<file path="src/mav_pkg.sv">
// ----------------------------------------------------------------------------
// mav_pkg
// Shared constants, types and helpers for the three-axis moving average core.
// ----------------------------------------------------------------------------
package mav_pkg;

    localparam int AXES       = 3;
    localparam int WINDOW_MAX = 64;
    localparam int SAMPLE_W   = 32;
    localparam int CFG_W      = 7;
    localparam int CFG_IDX_W  = 2;
    localparam int IDX_W      = $clog2(WINDOW_MAX);
    localparam int WIN_W      = $clog2(WINDOW_MAX + 1);
    localparam int SUM_W      = SAMPLE_W + IDX_W;
    localparam int CNT_W      = $clog2(SUM_W + 1);

    localparam logic [CFG_W-1:0] WINDOW_RESET = CFG_W'(8);

    localparam logic [CFG_IDX_W-1:0] REG_WINDOW_X = CFG_IDX_W'(0);
    localparam logic [CFG_IDX_W-1:0] REG_WINDOW_Y = CFG_IDX_W'(1);
    localparam logic [CFG_IDX_W-1:0] REG_WINDOW_Z = CFG_IDX_W'(2);

    typedef struct packed {
        logic capture;   // input beat taken: latch samples, read ring
        logic update;    // fold new sample into sum, write ring
        logic start;     // launch dividers
        logic load_out;  // move quotients into output register
        logic cfg_we;    // config write
    } t_dp_cmd;

    typedef struct packed {
        logic div_done;
    } t_dp_sts;

    // zero acts as one, anything above the ring depth saturates
    function automatic logic [WIN_W-1:0] eff_window(input logic [CFG_W-1:0] raw);
        logic [WIN_W-1:0] w;
        if (raw == '0) begin
            w = WIN_W'(1);
        end else if (int'(raw) > WINDOW_MAX) begin
            w = WIN_W'(WINDOW_MAX);
        end else begin
            w = WIN_W'(raw);
        end
        return w;
    endfunction

endpackage

</file>
<file path="src/mav_ctrl.sv">
// ----------------------------------------------------------------------------
// mav_ctrl
// Controller: sequences one beat through ring update and division, and owns
// the input stall, output valid and config ready.
// ----------------------------------------------------------------------------
module mav_ctrl
    import mav_pkg::*;
(
    input  logic    i_clk,
    input  logic    i_rst_n,
    input  logic    i_valid,
    output logic    o_stall,
    output logic    o_valid,
    input  logic    i_stall,
    input  logic    i_cfg_valid,
    output logic    o_cfg_ready,
    output t_dp_cmd o_cmd,
    input  t_dp_sts i_sts
);

    typedef enum logic [2:0] {
        S_IDLE,
        S_UPDATE,
        S_START,
        S_DIV,
        S_DONE
    } t_state;

    t_state r_state;
    logic   r_out_valid;
    logic   out_free;

    assign out_free = !r_out_valid || !i_stall;

    always_comb begin
        o_cmd          = '0;
        o_cmd.capture  = (r_state == S_IDLE) && i_valid;
        o_cmd.update   = (r_state == S_UPDATE);
        o_cmd.start    = (r_state == S_START);
        o_cmd.load_out = (r_state == S_DONE) && out_free;
        o_cmd.cfg_we   = (r_state == S_IDLE) && i_cfg_valid && !i_valid;
    end

    always_ff @(posedge i_clk) begin
        if (!i_rst_n) begin
            r_state     <= S_IDLE;
            r_out_valid <= 1'b0;
        end else begin
            unique case (r_state)
                S_IDLE:   if (i_valid) r_state <= S_UPDATE;
                S_UPDATE: r_state <= S_START;
                S_START:  r_state <= S_DIV;
                S_DIV:    if (i_sts.div_done) r_state <= S_DONE;
                S_DONE:   if (out_free) r_state <= S_IDLE;
                default:  r_state <= S_IDLE;
            endcase

            if (o_cmd.load_out) begin
                r_out_valid <= 1'b1;
            end else if (r_out_valid && !i_stall) begin
                r_out_valid <= 1'b0;
            end
        end
    end

    assign o_stall     = (r_state != S_IDLE);
    assign o_valid     = r_out_valid;
    // a sample beat offered in the same cycle goes first
    assign o_cfg_ready = (r_state == S_IDLE) && !i_valid;

endmodule

</file>
<file path="config.mk">
export PLATFORM = sky130hd
export DESIGN_NAME = mav_ctrl
export DESIGN_NICKNAME = d
export VERILOG_FILES = /design/src/mav_pkg.sv /design/src/mav_ctrl.sv
export SDC_FILE = /design/constraint.sdc
export NUM_CORES = 1
export LEC_CHECK = 0
export ABC_CLOCK_PERIOD_IN_PS = 1800
export BUFFER_PORTS_ARGS = -buffer_cell sky130_fd_sc_hd__buf_4
export CAP_MARGIN = 20
export CORE_AREA = 2 2 39 41
export CTS_BUF_LIST = sky130_fd_sc_hd__clkbuf_2
export DETAILED_ROUTE_END_ITERATION = 7
export DIE_AREA = 0 0 41 43
export SLEW_MARGIN = 20
export SYNTH_ARGS = -nofsm -noshare
export SYNTH_HDL_FRONTEND = slang
export SYNTH_SLANG_ARGS = --single-unit
</file>
<file path="constraint.sdc">
create_clock -name i_clk -period 1.8 [get_ports i_clk]
set_input_delay 0.09 -clock i_clk [delete_from_list [all_inputs] [get_ports i_clk]]
set_output_delay 0.09 -clock i_clk [all_outputs]
set_load 0.1 [all_outputs]
</file>
==> Yosys cells after proc, flatten, opt, wreduce, memory -nomap -nowiden <==
Cells that the tools add are included.
W data, S select, Z words.
{ "word_totals": {"ff_bits": 4, "latchBits": 0, "mem_bits_rw": 0, "mem_bits_ro": 0, "input_bits": 6, "output_inout_bits": 8, "word_cells": 29, "memories": 0} }
{ "classes": {"addsub": 0, "mul": 0, "div_mod_pow": 0, "order_cmp": 0, "n_eq_ne": 7, "shift": 0, "muxes": 6, "n_bitwise": 0, "reduce_logical": 14} }
{ "ops": {"columns": ["operator", "count"], "rows": [
  ["$pmux W3 S5", 1],
  ["$mux W3", 3],
  ["$eq A3 B2 Y1 const B", 2],
  ["$logic_and A1 B1 Y1", 6],
  ["$ne A2 B2 Y1 const B", 3],
  ["$eq A3 B1 Y1 const B", 1],
  ["$eq A3 B3 Y1 const B", 1],
  ["$logic_not A1 Y1", 3],
  ["$logic_not A3 Y1", 1],
  ["$reduce_and A3 Y1", 1],
  ["$reduce_bool A3 Y1", 1],
  ["$mux W1", 2],
  ["$reduce_bool A2 Y1", 1],
  ["$logic_or A1 B1 Y1", 1]
]} }

==> Logic depth before layout (Yosys ltp) <==
Gate-level depths: netlist of the first run.
{ "depth": {"word_depth": 4, "mapped_depth": 3, "ltp_nobuf": 2} }

==> Worst setup path before layout of the first run <==
Ideal clock, no wire load.
{ "synth_timing": {"path_type": "flip-flop to output port", "from": "register r_state[2]", "to": "output o_cmd[0] (netlist name)", "arrival_time_ns": 4.343, "t_required_ns": 1.710, "path_slack_ns": -2.633, "stages_incl_launch_ff": 3, "n_path_buf": 0, "path_cell_list": "dfxtp_1 > nor4_1 > and2_1"} }
{ "synth_rtl": {"columns": ["item", "line_no", "text"], "rows": [
  ["start, declared", "mav_ctrl.sv:29", "t_state r_state;"],
  ["start signal, assigned", "mav_ctrl.sv:46", "r_state <= S_IDLE;"],
  ["start signal, assigned", "mav_ctrl.sv:50", "S_IDLE: if (i_valid) r_state <= S_UPDATE;"],
  ["start signal, assigned", "mav_ctrl.sv:51", "S_UPDATE: r_state <= S_START;"],
  ["end, declared", "mav_ctrl.sv:17", "output t_dp_cmd o_cmd,"]
]} }

==> results of run 1 <==
worst max-delay path, cell delays in order (launching register included):
cell,delay [ps]
dfxtp_1,460
or3b_4,450
a21oi_4,110
buf_4,290
worst min-delay path by stage:
stage | startpoint | endpoint | slack (ps)
floorplan | i_rst_n | o_valid | 230
global placement | i_rst_n | o_valid | 370
detailed placement | i_rst_n | o_valid | 360
CTS | i_rst_n | o_valid | 130
global route | i_rst_n | o_valid | 130
finish | i_rst_n | o_valid | 140
cell type report:
| class | instances | area [um^2] | share of cell area |
|---|---|---|---|
| clock buffer | 3 | 15.01 | 0.03810 |
| inverter | 2 | 7.507 | 0.01905 |
| multi-input combinational | 20 | 173.9 | 0.4413 |
| sequential | 4 | 80.08 | 0.2032 |
| tap | 16 | 20.02 | 0.05079 |
| timing repair buffer | 13 | 97.59 | 0.2476 |
flip-flops by register name, summed over array words and instances, names as in the netlist:
name,cells
r_state,3
o_valid,1
layer usage:
| layer | vias to the layer above | share of wire | track usage |
|---|---|---|---|
| met5 | - | 0 | 0 |
| met4 | 0 | 0 | 0.06000 |
| met3 | 0 | 0.13 | 0.09424 |
| met2 | 13 | 0.46 | 0.08438 |
| met1 | 107 | 0.40 | 0.09325 |
| li1 | 125 | - | - |
synthesized netlist by cell type:
cell type / number
dfxtp_1: 4
nand3_1: 1
nor2_1: 2
a21oi_1: 2
nor4_1: 1
and3_1: 1
nand4b_1: 1
buf_6: 1
a21bo_2: 1
nor3_1: 1
or3_1: 1
o22ai_1: 1
or3b_4: 1
a21oi_2: 1
inv_1: 2
nor3b_1: 2
nand2_1: 1
and2_1: 1
nand2b_1: 2
where the power goes:
group	internal, uW	total, uW	switching (uW)
Clock	44.8	80.1	35.4
Sequential	93.9	106	11.8
Combinational	43.9	173	129
Total	182	359	176
logic make-up after synthesis:
| family | after synthesis |
|---|---|
| DFF | 4 |
| AOI/OAI and AO/OA | 5 |
| and+or+nand+nor | 15 |
| buffers and inverters | 3 |
through the flow:
step                hold slack [ps]  cell area [um^2]  setup WS (ps)
floorplan                     229.8             272.8         -673.8
global placement              373.6             379.1          403.0
detailed placement            364.3             379.1          394.2
CTS                           134.2             394.1          161.2
global route                  127.8             394.1          88.53
finish                        144.4             394.1          180.8
==> reports/results.tsv, run 1 <==
metric	value	unit
cts_max_level	1	
finalHoldViolations	0	
row_count	14	
yosys.area.top_type	dfxtp_1	
r2r_cells	2	
powerDensity	910.7	mW/mm^2
clock_latency	200	ps
cts_buffer_depth	2	
ys_types	19	
layout.nets	50	
r2r-end	o_valid	
dpl.cell_count	55	
grt_max_degree	11	
antenna_found_initial	0	
drt-total-wl	513	um
synthXorXnorAreaFrac	0	
crit_end	o_cmd[1]	
post-route-util	0.2848	
fmax	617.6	MHz
clock_skew	0.8169	ps
cts_buffers	3	
routedWlPerCell	8.845	um
die_y	43	um
dieArea	0.001763	mm^2
critical_path.startpoint	r_state[2]	
max_slew_margin	0.7800	
detail-route-antenna-nets	0	
slew_violations	0	
initial_core_util	0.1646	
yosys_warnings	0	
place.port_buffers	13	
rsz0062_at_grt	no	
cap_viol_max_count	0	
hpwl	402.4	um
cts_sinks	4	
worstPathArrival	1530	ps
seq_area_frac_synth	0.3516	
critPathRequiredTime	1710	ps
fin_crit	1619	ps
syn_inst	27	
synth-seq-cells	4	
drive_gt1_frac	0.5952	
yosys.area_share.adder	0	
tightest_slew	329.5	ps
core-area	0.001384	mm^2
critPathLaunchType	register	
status	finished clean	
drtIter0Drc	0	
cts_setup_buffers	0	
routed_via_density	4.224	
syn_to_final_growth	73.08	%
synth-simple-area-share	0.4121	
regToRegSetupSlack	690	ps
syn_area	227.7	um^2
hold_depth	3	
drc	0	
holdBufCountCts	0	
clkTransAtPathRegs	40	ps
die_x	41	um
drt-pass1-iter-count	1	
avgSynthCellArea	8.434	um^2
antenna_cells	0	
final_cell_mix	buf_4 (13), dfxtp_1 (4), clkbuf_2 (3)	
worst-path-max-fanout	7	
root_buffer	clkbuf_2	
fill_cells	151	
grt_usage	0.08333	
p_leak	0.0001784	uW
synth_top_family_by_area	simple AND/OR/NAND/NOR gates	
synthMuxAreaShare	0	
rr_startpoint	r_state[2]	
synth_compound_area_frac	0.1538	
grt_pass1_wl	862	um
fin_cells	58	
power	359.0	uW
cts_resized	0	
vias	245	
finalSetupViolCount	0	
hold_path.class	input pin to register	
irDropWorstVdd	0.0003231	V
cts_tree	built	
post-route-period-util	0.8996	
grt.overflow.total	0	
synth_top_cells_by_area	dfxtp_1 (35%), nor3b_1 (6.6%), nand2b_1 (5.5%)	
synth_top_area_share	0.3516	
crit_path_end_kind	primary output	
io_pins	14	
final_common_cell	buf_4	
grt_pass1_vias	191	
fin_tns_setup	0	ps
syn_nets	33	
gp_congestion	0.6192	
critPathKind	register to primary output	
Power figures use the tool's default switching activity.
==> run 2: changes to the inputs <==
- CELL_PAD_IN_SITES_DETAIL_PLACEMENT: not set -> 2
- CELL_PAD_IN_SITES_GLOBAL_PLACEMENT: not set -> 2
- PLACE_DENSITY_LB_ADDON: not set -> 0.1
==> run 2 against run 1 <==
  * Critical path depth unchanged
  * Sequential share of layout area unchanged
  * Critical path type unchanged
  * Sequential power about the same
  * Cell count unchanged
  * Wire length up 22%
  * Critical endpoint unchanged
  * Highest routed layer unchanged
  * Via count up 4.5%
  * Utilization unchanged
  * Clock-buffer cell count unchanged
  * Flip-flop and latch count unchanged
  * Clock power down 1%
==> reports/results.tsv, run 2 (synthesis gave the netlist of run 1 again) <==
metric	value	unit
swShare	0.4921	
largest_reg_flops	3	
post-route-util	0.2848	
syn_to_final_growth	73.08	%
tightest_slew	340.4	ps
drt-pass1-iter-count	1	
stdcell_area	394.1	um^2
slew_violations	0	
p_leak	0.0001784	uW
r2r_cells	2	
critPathRequiredTime	1710	ps
cts_max_level	1	
grt_max_degree	11	
fin_tns_setup	0	ps
cts_buffer_depth	2	
grt.overflow.total	0	
dieArea	0.001763	mm^2
fin_crit	1620	ps
cp_slowest_cell	dfxtp_1	
p_comb_frac	0.486	
regMostFlops	r_state	
final_cell_mix	buf_4 (13), dfxtp_1 (4), clkbuf_2 (3)	
cp_cell_sequence	or3b_4, a21oi_4, buf_4	
routed_via_density	4.414	
drt-total-wl	628	um
row_count	14	
rsz0062_at_grt	no	
hold_path.class	input pin to register	
holdBufCountCts	0	
clock_skew	1.995	ps
fill_cells	160	
r2r-end	o_valid	
fmax	617.1	MHz
crit_path_end_kind	primary output	
root_buffer	clkbuf_2	
vias	256	
regToRegSetupSlack	670	ps
grt_pass1_vias	257	
min_to	o_valid	
finalHoldViolations	0	
core-area	0.001384	mm^2
cts_setup_buffers	0	
post-route-period-util	0.9003	
cts_resized	0	
die_y	43	um
regArea	80.08	um^2
max_slew_margin	0.7728	
cts_sinks	4	
crit_family	flip-flops	
status	finished clean	
grt_pass1_wl	1.007	mm
power_switching	176.8	uW
antenna_found_initial	0	
die_x	41	um
drive_gt1_frac	0.5952	
postPlaceCellArea	379.1	um^2
gp_congestion	0.6419	
cts_tree	built	
powerDensity	911.9	mW/mm^2
layout.nets	50	
detail-route-antenna-nets	0	
power_frac_seq	0.294	
p_clk_frac	0.220	
power.internal	182.5	uW
critPathKind	register to primary output	
drc	0	
routedWlPerCell	10.83	um
worstPathArrival	1530	ps
cpPeakStageDelay	460	ps
worst-path-max-fanout	7	
clkTransAtPathRegs	40	ps
place.port_buffers	13	
initial_core_util	0.1646	
irDropWorstVdd	0.0002825	V
drtIter0Drc	0	
cts_buffers	3	
critPathLaunchType	register	
rr_startpoint	r_state[2]	
io_pins	14	
grt_usage	0.08526	
min-delay-start	i_rst_n	
multi_input_area	173.9	um^2
finalSetupViolCount	0	
final_common_cell	buf_4	
hold_depth	3	
critPathBufInv	1	
clock_latency	200	ps
antenna_cells	0	
cap_viol_max_count	0	
## run 2: cell counts in the layout (fill, tap and decap cells not counted)
No cell type changed its count.
## run 2: how the worst max path moves through the flow
| stage | depth (start not counted) | from | slack, ps | endpoint |
|---|---|---|---|---|
| final | 3 | r_state[2] | 180 | o_cmd[1] |
| after global routing | 3 | r_state[2] | 90 | o_cmd[1] |
| after CTS | 3 | r_state[2] | 140 | o_cmd[1] |
| after detailed placement | 3 | r_state[2] | 380 | o_cmd[1] |
| after global placement | 3 | r_state[2] | 380 | o_cmd[1] |
| after floorplan | 2 | r_state[2] | -670 | o_cmd[0] |
## run 2: metrics by stage
stage	setup slack (ps)	std cells	hold WS, ps	total power [uW]
5_1_grt	89.18	58	188.6	376.1
2_1_floorplan	-673.8	27	229.8	248.5
3_3_place_gp	380.6	55	359.1	281.6
4_1_cts	144.9	58	162.0	368.9
3_5_place_dp	377.1	55	379.2	284.4
6_report	179.5	58	172.2	359.4
## run 2: cell type report
class,count,area share
clock buffer,3,0.03810
inverter,2,0.01905
multi-input combinational,20,0.4413
sequential,4,0.2032
tap,16,0.05079
timing repair buffer,13,0.2476
## run 2: per-layer routing
metal | up-vias | track usage | part of all wire
li1 | 125 | - | -
met1 | 121 | 0.08974 | 0.34
met2 | 10 | 0.1406 | 0.57
met3 | 0 | 0.01571 | 0.080
met4 | 0 | 0.06000 | 0
met5 | - | 0 | 0
## run 2: power groups by stage
stage	Sequential [uW]	Combinational [uW]	Clock [uW]
after detailed placement	108	177	0
final	106	174	79.2
after global placement	107	174	0
after CTS	106	177	86.1
after floorplan	103	146	0
after global routing	108	182	86.3
## run 2: worst min-delay path, cell delays in order
cell and delay, ps:
buf_4 90, inv_1 60, a21oi_2 90
